## src/rtl/core/pmon_pkg.sv

```systemverilog
// ----------------------------------------------------------------------------
// pmon_pkg
// Shared types and constants for the three-phase peak voltage monitor.
// ----------------------------------------------------------------------------
package pmon_pkg;

  localparam int SAMPLE_W  = 10;
  localparam int REG_W     = 10;
  localparam int REG_IDX_W = 3;
  localparam int PHASE_W   = 2;
  localparam int NUM_SRC   = 2;
  localparam int NUM_PHASE = 3;

  // RMS scaling: 5/1023 * 223.766 / 1.414 as unsigned Q0.16
  localparam int RMS_MUL_W = 16;
  localparam int PROD_W    = SAMPLE_W + RMS_MUL_W;
  localparam logic [RMS_MUL_W-1:0] RMS_MUL = 16'd50690;
  localparam int RMS_SHIFT = 16;

  localparam logic [REG_W-1:0] NOISE_FLOOR_RST = 10'd10;
  localparam logic [REG_W-1:0] LIMIT_RST       = 10'd180;

  // Register indexes
  localparam logic [REG_IDX_W-1:0] REG_NOISE_FLOOR = 3'd0;
  localparam logic [REG_IDX_W-1:0] REG_MAINS_R     = 3'd1;
  localparam logic [REG_IDX_W-1:0] REG_MAINS_Y     = 3'd2;
  localparam logic [REG_IDX_W-1:0] REG_MAINS_B     = 3'd3;
  localparam logic [REG_IDX_W-1:0] REG_GEN_R       = 3'd4;
  localparam logic [REG_IDX_W-1:0] REG_GEN_Y       = 3'd5;
  localparam logic [REG_IDX_W-1:0] REG_GEN_B       = 3'd6;

  // Source and phase codes
  localparam logic SRC_MAINS = 1'b0;
  localparam logic SRC_GEN   = 1'b1;
  localparam logic [PHASE_W-1:0] PHASE_R = 2'd0;
  localparam logic [PHASE_W-1:0] PHASE_Y = 2'd1;
  localparam logic [PHASE_W-1:0] PHASE_B = 2'd2;

  typedef struct packed {
    logic [REG_W-1:0]                                noise_floor;
    logic [NUM_SRC-1:0][NUM_PHASE-1:0][REG_W-1:0]    limit;
  } cfg_t;

  // Closed window handed from the peak stage to the evaluation stage
  typedef struct packed {
    logic                source;
    logic [PHASE_W-1:0]  phase;
    logic [SAMPLE_W-1:0] peak;
  } win_t;

endpackage

```

## src/rtl/core/pmon_cfg.sv

```systemverilog
// ----------------------------------------------------------------------------
// pmon_cfg
// Configuration registers: noise floor and six per-source, per-phase limits.
// ----------------------------------------------------------------------------
module pmon_cfg
  import pmon_pkg::*;
(
  input  logic                 clk,
  input  logic                 rst,
  input  logic                 cfg_we,
  input  logic [REG_IDX_W-1:0] cfg_index,
  input  logic [REG_W-1:0]     cfg_data,
  output cfg_t                 cfg
);

  cfg_t regs;

  always_ff @(posedge clk) begin
    if (rst) begin
      regs.noise_floor <= NOISE_FLOOR_RST;
      for (int s = 0; s < NUM_SRC; s++) begin
        for (int p = 0; p < NUM_PHASE; p++) begin
          regs.limit[s][p] <= LIMIT_RST;
        end
      end
    end else if (cfg_we) begin
      unique case (cfg_index)
        REG_NOISE_FLOOR: regs.noise_floor  <= cfg_data;
        REG_MAINS_R:     regs.limit[0][0]  <= cfg_data;
        REG_MAINS_Y:     regs.limit[0][1]  <= cfg_data;
        REG_MAINS_B:     regs.limit[0][2]  <= cfg_data;
        REG_GEN_R:       regs.limit[1][0]  <= cfg_data;
        REG_GEN_Y:       regs.limit[1][1]  <= cfg_data;
        REG_GEN_B:       regs.limit[1][2]  <= cfg_data;
        default: ;  // drop writes beyond the register list
      endcase
    end
  end

  assign cfg = regs;

endmodule

```

## src/rtl/core/pmon_peak.sv

```systemverilog
// ----------------------------------------------------------------------------
// pmon_peak
// Input register, running maximum and window close register.
// ----------------------------------------------------------------------------
module pmon_peak
  import pmon_pkg::*;
(
  input  logic                clk,
  input  logic                rst,
  input  logic                in_valid,
  output logic                in_ready,
  input  logic                in_source,
  input  logic [PHASE_W-1:0]  in_phase,
  input  logic [SAMPLE_W-1:0] in_sample,
  input  logic                in_last,
  input  logic                eval_free,
  output logic                win_valid,
  output win_t                win
);

  logic                in_v;
  logic                in_src;
  logic [PHASE_W-1:0]  in_ph;
  logic [SAMPLE_W-1:0] in_smp;
  logic                in_lst;
  logic [SAMPLE_W-1:0] running_peak;
  logic [SAMPLE_W-1:0] peak_next;
  logic                win_v;
  logic                win_en;
  logic                drain;

  assign win_en   = !win_v || eval_free;
  assign in_ready = !in_v || win_en;
  assign drain    = in_v && win_en;
  assign peak_next = (in_smp > running_peak) ? in_smp : running_peak;

  always_ff @(posedge clk) begin
    if (rst) begin
      in_v         <= 1'b0;
      win_v        <= 1'b0;
      running_peak <= '0;
    end else begin
      if (in_ready) begin
        in_v <= in_valid;
      end
      if (win_en) begin
        win_v <= drain && in_lst;
      end
      if (drain) begin
        running_peak <= in_lst ? '0 : peak_next;
      end
    end
  end

  always_ff @(posedge clk) begin
    if (in_ready && in_valid) begin
      in_src <= in_source;
      in_ph  <= in_phase;
      in_smp <= in_sample;
      in_lst <= in_last;
    end
    if (drain && in_lst) begin
      win.source <= in_src;
      win.phase  <= in_ph;
      win.peak   <= peak_next;
    end
  end

  assign win_valid = win_v;

endmodule

```

## src/rtl/core/pmon_eval.sv

```systemverilog
// ----------------------------------------------------------------------------
// pmon_eval
// Noise floor, RMS scaling, limit check, per-source pass bits, result register.
// ----------------------------------------------------------------------------
module pmon_eval
  import pmon_pkg::*;
(
  input  logic                clk,
  input  logic                rst,
  input  cfg_t                cfg,
  input  logic                win_valid,
  input  win_t                win,
  output logic                eval_free,
  output logic                out_valid,
  input  logic                out_ready,
  output logic                out_source,
  output logic [PHASE_W-1:0]  out_phase,
  output logic [SAMPLE_W-1:0] peak_count,
  output logic [REG_W-1:0]    rms_volts,
  output logic                phase_ok,
  output logic                supply_ok
);

  logic                              out_v;
  logic                              load;
  logic [SAMPLE_W-1:0]               peak_z;
  logic [PROD_W-1:0]                 prod;
  logic [REG_W-1:0]                  rms;
  logic [REG_W-1:0]                  limit;
  logic                              ph_valid;
  logic                              ok;
  logic                              all_ok;
  logic [NUM_SRC-1:0][1:0]           pass_bits;

  assign eval_free = !out_v || out_ready;
  assign load      = win_valid && eval_free;

  assign peak_z = (win.peak < cfg.noise_floor) ? '0 : win.peak;
  assign prod   = PROD_W'(peak_z) * PROD_W'(RMS_MUL);
  assign rms    = prod[RMS_SHIFT +: REG_W];

  always_comb begin
    limit    = '0;
    ph_valid = 1'b1;
    unique case (win.phase)
      PHASE_R: limit = cfg.limit[win.source][0];
      PHASE_Y: limit = cfg.limit[win.source][1];
      PHASE_B: limit = cfg.limit[win.source][2];
      default: ph_valid = 1'b0;
    endcase
  end

  assign ok     = ph_valid && (rms >= limit);
  assign all_ok = (win.phase == PHASE_B) && ok && (pass_bits[win.source] == 2'b11);

  always_ff @(posedge clk) begin
    if (rst) begin
      out_v     <= 1'b0;
      pass_bits <= '0;
    end else begin
      if (eval_free) begin
        out_v <= win_valid;
      end
      // remember R and Y results; phase B and unused codes leave them alone
      if (load && (win.phase == PHASE_R)) begin
        pass_bits[win.source][0] <= ok;
      end
      if (load && (win.phase == PHASE_Y)) begin
        pass_bits[win.source][1] <= ok;
      end
    end
  end

  always_ff @(posedge clk) begin
    if (load) begin
      out_source <= win.source;
      out_phase  <= win.phase;
      peak_count <= peak_z;
      rms_volts  <= rms;
      phase_ok   <= ok;
      supply_ok  <= all_ok;
    end
  end

  assign out_valid = out_v;

endmodule

```

## src/rtl/core/three_phase_peak_voltage_monitor_unit.sv

```systemverilog
// ----------------------------------------------------------------------------
// three_phase_peak_voltage_monitor_unit
// Peak detector and RMS voltage check for three-phase mains / generator feeds.
// ----------------------------------------------------------------------------
// Usage:
//   s_axis carries one ADC sample per transfer; tuser tags it with source
//   and phase, tlast marks the final sample of a window. Every sample feeds
//   one shared running maximum. A tlast transfer closes the window and yields
//   one m_axis transfer: peak after noise floor zeroing, RMS volts as
//   (peak*50690)>>16, the pass flag against that source/phase limit and, on
//   phase B, whether R, Y and B of that source all passed.
//   Samples without tlast produce no output.
// Path: a closing sample passes the input register, the window close
//   register and the result register before m_axis_tvalid rises.
// Throughput: one sample per cycle while s_axis_tready is high; the running
//   max is combinational and the evaluation stage has one 10x16 multiply.
// Stall: each stage advances when it is empty or when the next stage moves.
//   While the window close register is free, samples keep flowing even if a
//   result waits; s_axis_tready drops once the result and the window close
//   register are both held and the input register holds any sample.
// Reset: rst clears the stages, running peak, pass bits and restores the
//   register defaults (noise floor 10, all limits 180).
// cfg_we / cfg_index / cfg_data: write only while the block is idle.
// ----------------------------------------------------------------------------
module three_phase_peak_voltage_monitor_unit
  import pmon_pkg::*;
(
  input  logic                 clk,
  input  logic                 rst,
  // configuration write port
  input  logic                 cfg_we,
  input  logic [REG_IDX_W-1:0] cfg_index,
  input  logic [REG_W-1:0]     cfg_data,
  // sample stream
  input  logic                 s_axis_tvalid,
  output logic                 s_axis_tready,
  input  logic [15:0]          s_axis_tdata,   // [9:0] sample, rest zero
  input  logic [2:0]           s_axis_tuser,   // [0] source, [2:1] phase
  input  logic                 s_axis_tlast,   // window_end
  // result stream
  output logic                 m_axis_tvalid,
  input  logic                 m_axis_tready,
  output logic [23:0]          m_axis_tdata,   // [9:0] peak_count, [19:10] rms_volts,
                                               // [20] phase_ok, [21] supply_ok, rest zero
  output logic [2:0]           m_axis_tuser    // [0] out_source, [2:1] out_phase
);

  cfg_t                cfg;
  logic                eval_free;
  logic                win_valid;
  win_t                win;
  logic                out_source;
  logic [PHASE_W-1:0]  out_phase;
  logic [SAMPLE_W-1:0] peak_count;
  logic [REG_W-1:0]    rms_volts;
  logic                phase_ok;
  logic                supply_ok;

  pmon_cfg u_cfg (
    .clk       (clk),
    .rst       (rst),
    .cfg_we    (cfg_we),
    .cfg_index (cfg_index),
    .cfg_data  (cfg_data),
    .cfg       (cfg)
  );

  // Hold the sample, track the running maximum, capture closed windows
  pmon_peak u_peak (
    .clk       (clk),
    .rst       (rst),
    .in_valid  (s_axis_tvalid),
    .in_ready  (s_axis_tready),
    .in_source (s_axis_tuser[0]),
    .in_phase  (s_axis_tuser[2:1]),
    .in_sample (s_axis_tdata[SAMPLE_W-1:0]),
    .in_last   (s_axis_tlast),
    .eval_free (eval_free),
    .win_valid (win_valid),
    .win       (win)
  );

  // Scale, check against the limit and register the result
  pmon_eval u_eval (
    .clk        (clk),
    .rst        (rst),
    .cfg        (cfg),
    .win_valid  (win_valid),
    .win        (win),
    .eval_free  (eval_free),
    .out_valid  (m_axis_tvalid),
    .out_ready  (m_axis_tready),
    .out_source (out_source),
    .out_phase  (out_phase),
    .peak_count (peak_count),
    .rms_volts  (rms_volts),
    .phase_ok   (phase_ok),
    .supply_ok  (supply_ok)
  );

  assign m_axis_tdata = {2'b00, supply_ok, phase_ok, rms_volts, peak_count};
  assign m_axis_tuser = {out_phase, out_source};

endmodule
```

## config.mk

```make
export PLATFORM = sky130hd
export DESIGN_NAME = three_phase_peak_voltage_monitor_unit
export DESIGN_NICKNAME = d
export VERILOG_FILES = /design/src/rtl/core/pmon_pkg.sv /design/src/rtl/core/pmon_cfg.sv /design/src/rtl/core/pmon_peak.sv /design/src/rtl/core/pmon_eval.sv /design/src/rtl/core/three_phase_peak_voltage_monitor_unit.sv
export SDC_FILE = /design/constraint.sdc
export NUM_CORES = 1
export LEC_CHECK = 0
export BUFFER_PORTS_ARGS = -buffer_cell sky130_fd_sc_hd__buf_2
export CORE_MARGIN = 2
export CORE_UTILIZATION = 45
export CTS_BUF_LIST = sky130_fd_sc_hd__clkbuf_16
export CTS_CLUSTER_DIAMETER = 120
export DETAILED_ROUTE_END_ITERATION = 10
export REMOVE_ABC_BUFFERS = 1
export SLEW_MARGIN = 15
export SYNTH_ARGS = -nofsm -noshare
export SYNTH_HDL_FRONTEND = slang
export SYNTH_SLANG_ARGS = --single-unit
```

## constraint.sdc

```tcl
create_clock -name clk -period 18.7 [get_ports clk]
set_input_delay 2.805 -clock clk [delete_from_list [all_inputs] [get_ports clk]]
set_output_delay 2.805 -clock clk [all_outputs]
set_load 0.02 [all_outputs]
```

# Yosys cells after proc, flatten, opt, wreduce, memory -nomap -nowiden
# Cells that the tools add are included.
# op_classes
reduce_logical	26
order_cmp	5
eq_ne	9
mul	1
muxes	18
# ops
operator	n
$mux W30	2
$mux W10	3
$pmux W10 S3	1
$mul A10 B15 Y25 const B	1
$reduce_and A2 Y1	7
$mux W4	3
$ge A10 B10 Y1	1
$gt A10 B10 Y1	1
$logic_and A1 B1 Y1	10
$lt A10 B10 Y1	1
$eq A3 B3 Y1 const B	3
$bwmux W4	2
$eq A3 B2 Y1 const B	2
$mux W2	3
$demux W2 S1	2
$eq A2 B2 Y1 const B	2
$eq A3 B1 Y1 const B	1
$logic_not A1 Y1	3
$logic_not A3 Y1	1
$logic_or A1 B1 Y1	3
$reduce_or A3 Y1	1
$eq A2 B1 Y1 const B	1
$logic_not A2 Y1	1
$lt A1 B2 Y1 const B	1
other kinds (2)	3
# word_totals
ff_bits	139
out_inout_bits	29
wordCells	85
inputBits	38

# Longest topological paths before layout
# Gate-level depths: netlist (run 1).
# depth
ltp_word	10
mapped_depth	29
ltp_nobuf	27

# By module
# From an unflattened synthesis (run 1), not the netlist that was laid out.
# unflattened
hier_cells	720
hier_area_um2	7703.6
# by_module_without_submodules
module	n_inst	cells_each	area_per_inst_um2	seq_area_each_um2
pmon_eval	1	341	3240.6	850.8
pmon_cfg	1	259	2766.4	1401.3
pmon_peak	1	114	1655.3	1051.0
three_phase_peak_voltage_monitor_unit	1	6	41.3	0.0

# Worst setup path before layout (run 1)
# OpenSTA, ideal clock, no wires.
# synth_path
kind	input to output
start	input m_axis_tready
end	output s_axis_tready
t_required_ns	15.895
n_path_buf	0
path_slack_ns	12.642
cell_stages	2
arrival_ns	3.253
path_cell_list	nor2b_1 > nand3_1
# synth_between
elab_chain_len	3
# synth_lines
element	line_no	rtl
start, declared	three_phase_peak_voltage_monitor_unit.sv:42	input logic m_axis_tready,
$logic_or A1 B1 Y1	pmon_eval.sv:35	assign eval_free = !out_v || out_ready;
$logic_or A1 B1 Y1	pmon_peak.sv:32	assign win_en = !win_v || eval_free;
$logic_or A1 B1 Y1	pmon_peak.sv:33	assign in_ready = !in_v || win_en;
end, declared	three_phase_peak_voltage_monitor_unit.sv:36	output logic s_axis_tready,
# Every way passes these cells.

# Final worst setup path (run 1)
# layout_path
start	register, netlist name u_peak.win[3]
end	register u_eval.supply_ok, data pin
# layout_between
elab_chain_len	7
# layout_lines
element	line_no	rtl
$lt A10 B10 Y1	pmon_eval.sv:38	assign peak_z = (win.peak < cfg.noise_floor) ? '0 : win.peak;
$mux W10	pmon_eval.sv:38	
via u_eval.peak_z[9]	pmon_eval.sv:26	logic [SAMPLE_W-1:0] peak_z;
$mul A10 B15 Y25	pmon_eval.sv:39	assign prod = PROD_W'(peak_z) * PROD_W'(RMS_MUL);
via u_eval.prod[22]	pmon_eval.sv:27	logic [PROD_W-1:0] prod;
$ge A10 B10 Y1	pmon_eval.sv:53	assign ok = ph_valid && (rms >= limit);
$logic_and A1 B1 Y1	pmon_eval.sv:53	
$logic_and A1 B1 Y1 (2 in series)	pmon_eval.sv:54	assign all_ok = (win.phase == PHASE_B) && ok && (pass_bits[win.source] == 2'b11);
via u_eval.all_ok	pmon_eval.sv:32	logic all_ok;
end signal, assigned	pmon_eval.sv:81	supply_ok <= all_ok;
end, declared	pmon_eval.sv:21	output logic supply_ok
# The timed path passes the listed nets, and every way through them passes these cells.
# A chain may end at the register's enable or synchronous reset.

==> impl_metrics.tcl, run 1 <==
set metrics [dict create \
    rsz0062_at_grt "no" \
    drive_above_1_share 0.117 \
    die_w_um 133 \
    grt_pass1_vias 5800 \
    busiest_layer "met2" \
    drv_cap 0 \
    fmax_ghz 0.144 \
    synth_top_area_share 0.233 \
    p_leak_nw 3.67 \
    synth_most_common_cell "nand2_1" \
    drc 0 \
    ys_types 58 \
    dp.cells 1048 \
    htree_levels 4 \
    cp-startpoint "u_peak.win[3]" \
    worst_hold_startpoint "u_peak.in_ph[1]" \
    final_cells 1080 \
    relSlewSlack 0.259 \
    rows 47 \
    syn_avg_cell_area_um2 9.33 \
    fin_crit_sh 0.372 \
    synth_common_cells "nand2_1, dfxtp_1, ha_1" \
    worstPathArrival_ps 7120 \
    setup_viol 0 \
    numPortBuffers 58 \
    cts_sinks 139 \
    slew_violations 0 \
    cts-hold-fix-buffers 0 \
    fin_tns_setup_ps 0 \
    synth_area_um2 7470 \
    cts_buffer_depth 2 \
    drt_iter0_drc 335 \
    cts_resized 0 \
    viasPerCell 5.40 \
    hold_slack_ps 418 \
    power.density_nw_per_um2 100 \
    ys_top_cells_by_area "dfxtp_1, edfxtp_1, ha_1" \
    cts_root_buffer "clkbuf_16" \
    yosysSeqAreaShare 0.442 \
    dr.pass1.iters 5 \
    insertion_delay_ps 430 \
    synth_xor_area_frac 0.00938 \
    worstHoldPathType "reg -> reg" \
    reg2reg_depth 23 \
    synth_mux_area_frac 0.0283 \
    crit_path_end_kind "register" \
    cp.required_ps 18870 \
    rrSetupSlack_ps 11750 \
    worst_slew_pin_slew_ps 1100 \
    place.gp.congestion 0.871 \
    cts_buffers 17 \
    synth_area_leader_cell "dfxtp_1" \
    postCtsSetupBuffers 0 \
    met1_usage 0.260 \
    synthCells 801 \
    irDropWorstVdd_mv 0.0593 \
    r2r_end "u_eval.supply_ok" \
    synth_edf_count 52 \
    wl_per_cell_um 15.4 \
    postPlaceCellArea_um2 7910 \
    start_util 0.456 \
    critPathCapture "u_eval.supply_ok" \
    hold_violations 0 \
    met3_usage 0.0533 \
    synthSimpleGateAreaFrac 0.168 \
    critPathLaunchType "register" \
    synth_compound_area_frac 0.146 \
    tritoncts "yes" \
    synth_top_family_by_area "simple AND/OR/NAND/NOR gates" \
    grt_usage 0.203 \
    grt_first_pass_wirelength_um 28300 \
    yosys_register_bits 139 \
    routed_wl_um 16600 \
    power_mw 0.855 \
    diodes 0 \
    dp_hpwl_um 12100 \
    status "finished, final reports clean" \
    grt_max_degree 54 \
    crit_type "reg -> reg" \
    async_flop_share 0 \
    min_period_ps 6950 \
    ys_warn_count 0 \
    ant_nets 0 \
    timing.rr.start "u_peak.win[3]" \
    ys.flop_type "dfxtp_1" \
    skew_ps 6.41 \
    die_area_um2 17700 \
    synth_fa_ha_area_frac 0.157 \
    met2_usage 0.328 \
    antenna_found_initial 0 \
    die_h_um 133 \
    io-pin-count 67 \
    core_um2 16400 \
    clkTransAtPathRegs_ps 60 \
    final_cell_area_um2 8530 \
    dr_total_vias 5827 \
    critPathMaxFanout 11 \
    syn_to_final_growth_pct 14.1 \
    grt_overflow 0 \
    nNetsFinal 973 \
]
## worst min path at each step
| stage | depth (start not counted) | to | slack, ps |
|---|---|---|---|
| 6_report | 0 | u_peak.win[11] | 420 |
| 4_1_cts | 0 | u_peak.win[11] | 420 |
| 5_1_grt | 0 | u_peak.win[12] | 440 |
| 3_5_place_dp | 0 | u_peak.win[11] | 410 |
| 2_1_floorplan | 0 | u_peak.win[10] | 400 |
| 3_3_place_gp | 0 | u_peak.win[10] | 400 |
## state kept, by name, indices dropped and copies added (netlist names), 2 cells and up
name                 cells
u_eval.pass_bits         4
u_peak.in_smp           10
u_eval.peak_count       10
u_peak.win              13
u_eval.rms_volts        10
u_peak.running_peak     10
u_cfg.cfg               70
u_eval.out_phase         2
u_peak.in_ph             2
## layer usage
layer / wire length (um) / share of wire
met1: 7710 / 0.46
met2: 7670 / 0.46
met3: 872 / 0.052
met4: 392 / 0.024
met5: 0 / 0
## stage by stage
stage	setup slack, ps	utilization
floorplan	12640	-
global placement	11850	0.482
detailed placement	11770	0.482
CTS	11740	0.519
global route	11170	0.520
finish	11750	0.520
## worst max-delay path, cell delays in order, from the launching register on
cell and delay (ps):
edfxtp_1 420, ha_1 320, a21o_1 190, a21oi_1 140
o22ai_1 120, a21oi_1 590, nor2b_1 260, ha_1 340
inv_1 60, fa_1 470, ha_1 320, fa_1 490
ha_1 310, ha_1 350, nand3_1 90, nor2_1 190
nand3_1 140, o21ai_2 270, nor2_1 130, o311ai_0 570
ha_1 350, a211oi_1 220, a21o_1 270, a21oi_1 90
## cells by family after synthesis
family	count (synthesis)
other	1
AO/OA/AOI/OAI	167
adder cells (fa/ha/maj)	88
flip-flops	139
multiplexers	21
buffers and inverters	89
AND/OR/NAND/NOR	288
XOR/XNOR	8
## cells in the final DEF, fill, tap and decap left out, drive strengths merged, types with 20 or more instances in the layout
| cell type | synthesis | final |
|---|---|---|
| buf | 11 | 64 |
| o21ai | 34 | 34 |
| ha | 78 | 78 |
| mux2i | 20 | 20 |
| a21oi | 61 | 61 |
| edfxtp | 52 | 52 |
| nand3 | 38 | 38 |
| dfxtp | 87 | 87 |
| nand2 | 182 | 182 |
| inv | 50 | 53 |
## report_power, final
group / switching (mW) / leakage, nW / total, mW / internal (mW)
Combinational: 0.101 / 2.17 / 0.171 / 0.0696
Clock: 0.128 / 0.303 / 0.348 / 0.221
Sequential: 0.00543 / 1.19 / 0.336 / 0.331
Total: 0.235 / 3.67 / 0.855 / 0.621
## layout make-up
type                    count  area, um^2
fillers                  1505        7880
multi-input cells         574        3810
flip-flops and latches    139        3300
clock buffers              17         425
repair buffers             64         335
well taps                 220         275
inverters                  51         191
clock inverters            15         181
Power figures use the tool's default switching activity.
==> inputs of run 2 (changes only) <==
==> constraint.sdc (replaced) <==
create_clock -name clk -period 6.7 [get_ports clk]
set_input_delay 1.005 -clock clk [delete_from_list [all_inputs] [get_ports clk]]
set_output_delay 1.005 -clock clk [all_outputs]
set_load 0.02 [all_outputs]
==> run 2 against run 1 <==
Die area unchanged; maximum frequency is 9.5% higher; via count increased by 1.5%; critical endpoint unchanged.
==> impl_metrics.tcl, run 2 (synthesis results as in run 1) <==
set metrics [dict create \
    antenna_found_initial 0 \
    hold_violations 0 \
    routed_wl_um 17100 \
    io-pin-count 67 \
    drive_above_1_share 0.121 \
    diodes 0 \
    worst_slack_ps 356 \
    die_h_um 133 \
    grt_first_pass_wirelength_um 28200 \
    worstPathArrival_ps 6500 \
    drv_cap 0 \
    dr.pass1.iters 6 \
    worst_slew_pin_slew_ps 1130 \
    reg2reg_depth 25 \
    hold-path-cell-count 0 \
    cts_sinks 139 \
    grt_overflow 0 \
    fin_crit_sh 0.947 \
    core_um2 16400 \
    relSlewSlack 0.245 \
    skew_ps 9.18 \
    drt_iter0_drc 314 \
    worst_hold_startpoint "u_peak.in_ph[0]" \
    dp.cells 1050 \
    cp.required_ps 6860 \
    grt_pass1_vias 5826 \
    die_w_um 133 \
    dp_hpwl_um 12300 \
    clkTransAtPathRegs_ps 50 \
    setup_viol 0 \
    min_delay_worst_endpoint "u_peak.win[10]" \
    dr_total_vias 5912 \
    seqCellArea_um2 3300 \
    cp_num_buf_inv 2 \
    cts_buffers 17 \
    syn_to_final_growth_pct 13.2 \
    grt_max_degree 54 \
    timing.rr.start "u_peak.win[3]" \
    numPortBuffers 58 \
    drc 0 \
    ant_nets 0 \
    insertion_delay_ps 420 \
    cts-hold-fix-buffers 0 \
    worst_path_largest_cell_delay_ps 500 \
    r2r_end "u_eval.supply_ok" \
    fillers 1487 \
    irDropWorstVdd_mv 0.182 \
    final_common_cell "nand2_1" \
    crit_type "reg -> reg" \
    rows 47 \
    hold_slack_ps 416 \
    crit_family "adder cells" \
    mostFrequentLayoutCells "nand2_1, dfxtp_1, ha_1" \
    fin_util 0.515 \
    slew_violations 0 \
    place.gp.congestion 0.834 \
    place_ws_ps 45.9 \
    die_area_um2 17700 \
    fmax_ghz 0.158 \
    multi_input_area_um2 3840 \
    power.density_nw_per_um2 261 \
    final_cells 1082 \
    cts_buffer_depth 2 \
    nNetsFinal 977 \
    crit_top_cell "ha_1" \
    status "finished, final reports clean" \
    viasPerCell 5.46 \
    rrSetupSlack_ps 360 \
    p_leak_nw 3.66 \
    wl_per_cell_um 15.8 \
    crit_path_end_kind "register" \
    cts_root_buffer "clkbuf_16" \
    worstHoldPathType "reg -> reg" \
    htree_levels 4 \
    fin_tns_setup_ps 0 \
    critPathMaxFanout 6 \
    grt_usage 0.202 \
    start_util 0.456 \
    largest_reg_flops 70 \
    tritoncts "yes" \
    crit_slowest_cell "fa_1" \
    critPathLaunchType "register" \
    min_period_ps 6340 \
]
[run 2: cell count changes in the layout (fill, tap and decap cells not counted), moves of 2 or more]
cell	change
bufinv_16	-4
nor2b_2	+2
inv_1	+6
nor2b_1	-2
buf_4	+4
[run 2: cell type report]
class	count	share of cell area
multi-input cells	574	0.454
flip-flops and latches	139	0.391
clock buffers	17	0.0503
repair buffers	68	0.0432
well taps	220	0.0325
inverters	51	0.0226
clock inverters	13	0.00636
[run 2: layer usage]
metal | vias up | track usage | wire length [um]
met5 | - | 0 | 0
met4 | 0 | 0.0854 | 435
met3 | 41 | 0.0590 | 1220
met2 | 210 | 0.325 | 8080
met1 | 2761 | 0.254 | 7350
li1 | 2900 | - | -
[run 2: through the flow]
stage	area, um^2	total power, mW
2_1_floorplan	7300	1.30
3_3_place_gp	7930	1.42
3_5_place_dp	7930	1.44
4_1_cts	8410	2.21
5_1_grt	8460	2.34
6_report	8460	2.20
[run 2: power breakdown]
group,internal [mW],switching (mW),leakage (nW)
registers,0.923,0.0153,1.19
clock network,0.451,0.321,0.268
logic,0.200,0.293,2.20
[run 2: worst max path at each step]
| stage | startpoint | to | slack, ps | depth (start not counted) |
|---|---|---|---|---|
| 6_report | u_peak.win[3] | u_eval.supply_ok | 360 | 25 |
| 5_1_grt | u_peak.win[8] | u_eval.supply_ok | -2 | 23 |
| 4_1_cts | u_peak.win[3] | u_eval.supply_ok | 2 | 23 |
| 3_5_place_dp | u_peak.win[3] | u_eval.supply_ok | 50 | 23 |
| 3_3_place_gp | u_peak.win[3] | u_eval.supply_ok | 230 | 23 |
| 2_1_floorplan | u_peak.win[3] | u_eval.supply_ok | 700 | 24 |
[run 2: worst register-to-register path, stage by stage, from the launching register on]
cell and delay [ps]:
edfxtp_1 420, ha_1 310, a21o_1 180, a21oi_1 170, o22ai_2 130, a21oi_2 230
buf_4 150, nor2b_2 60, ha_1 270, inv_1 100, fa_1 450, ha_1 320
fa_1 500, ha_1 310, ha_1 350, a31o_1 240, and2_1 180, o21ai_0 150
nand2b_1 70, a41oi_1 190, xnor2_1 190, ha_1 290, a21o_1 190, a211oi_1 250
a21o_1 280, a21oi_1 90
[run 2: repair_timing]
item,4_1_cts,5_1_grt
setup endpoints to repair,0,6
resized for setup,0,8
buffers inserted,0,2
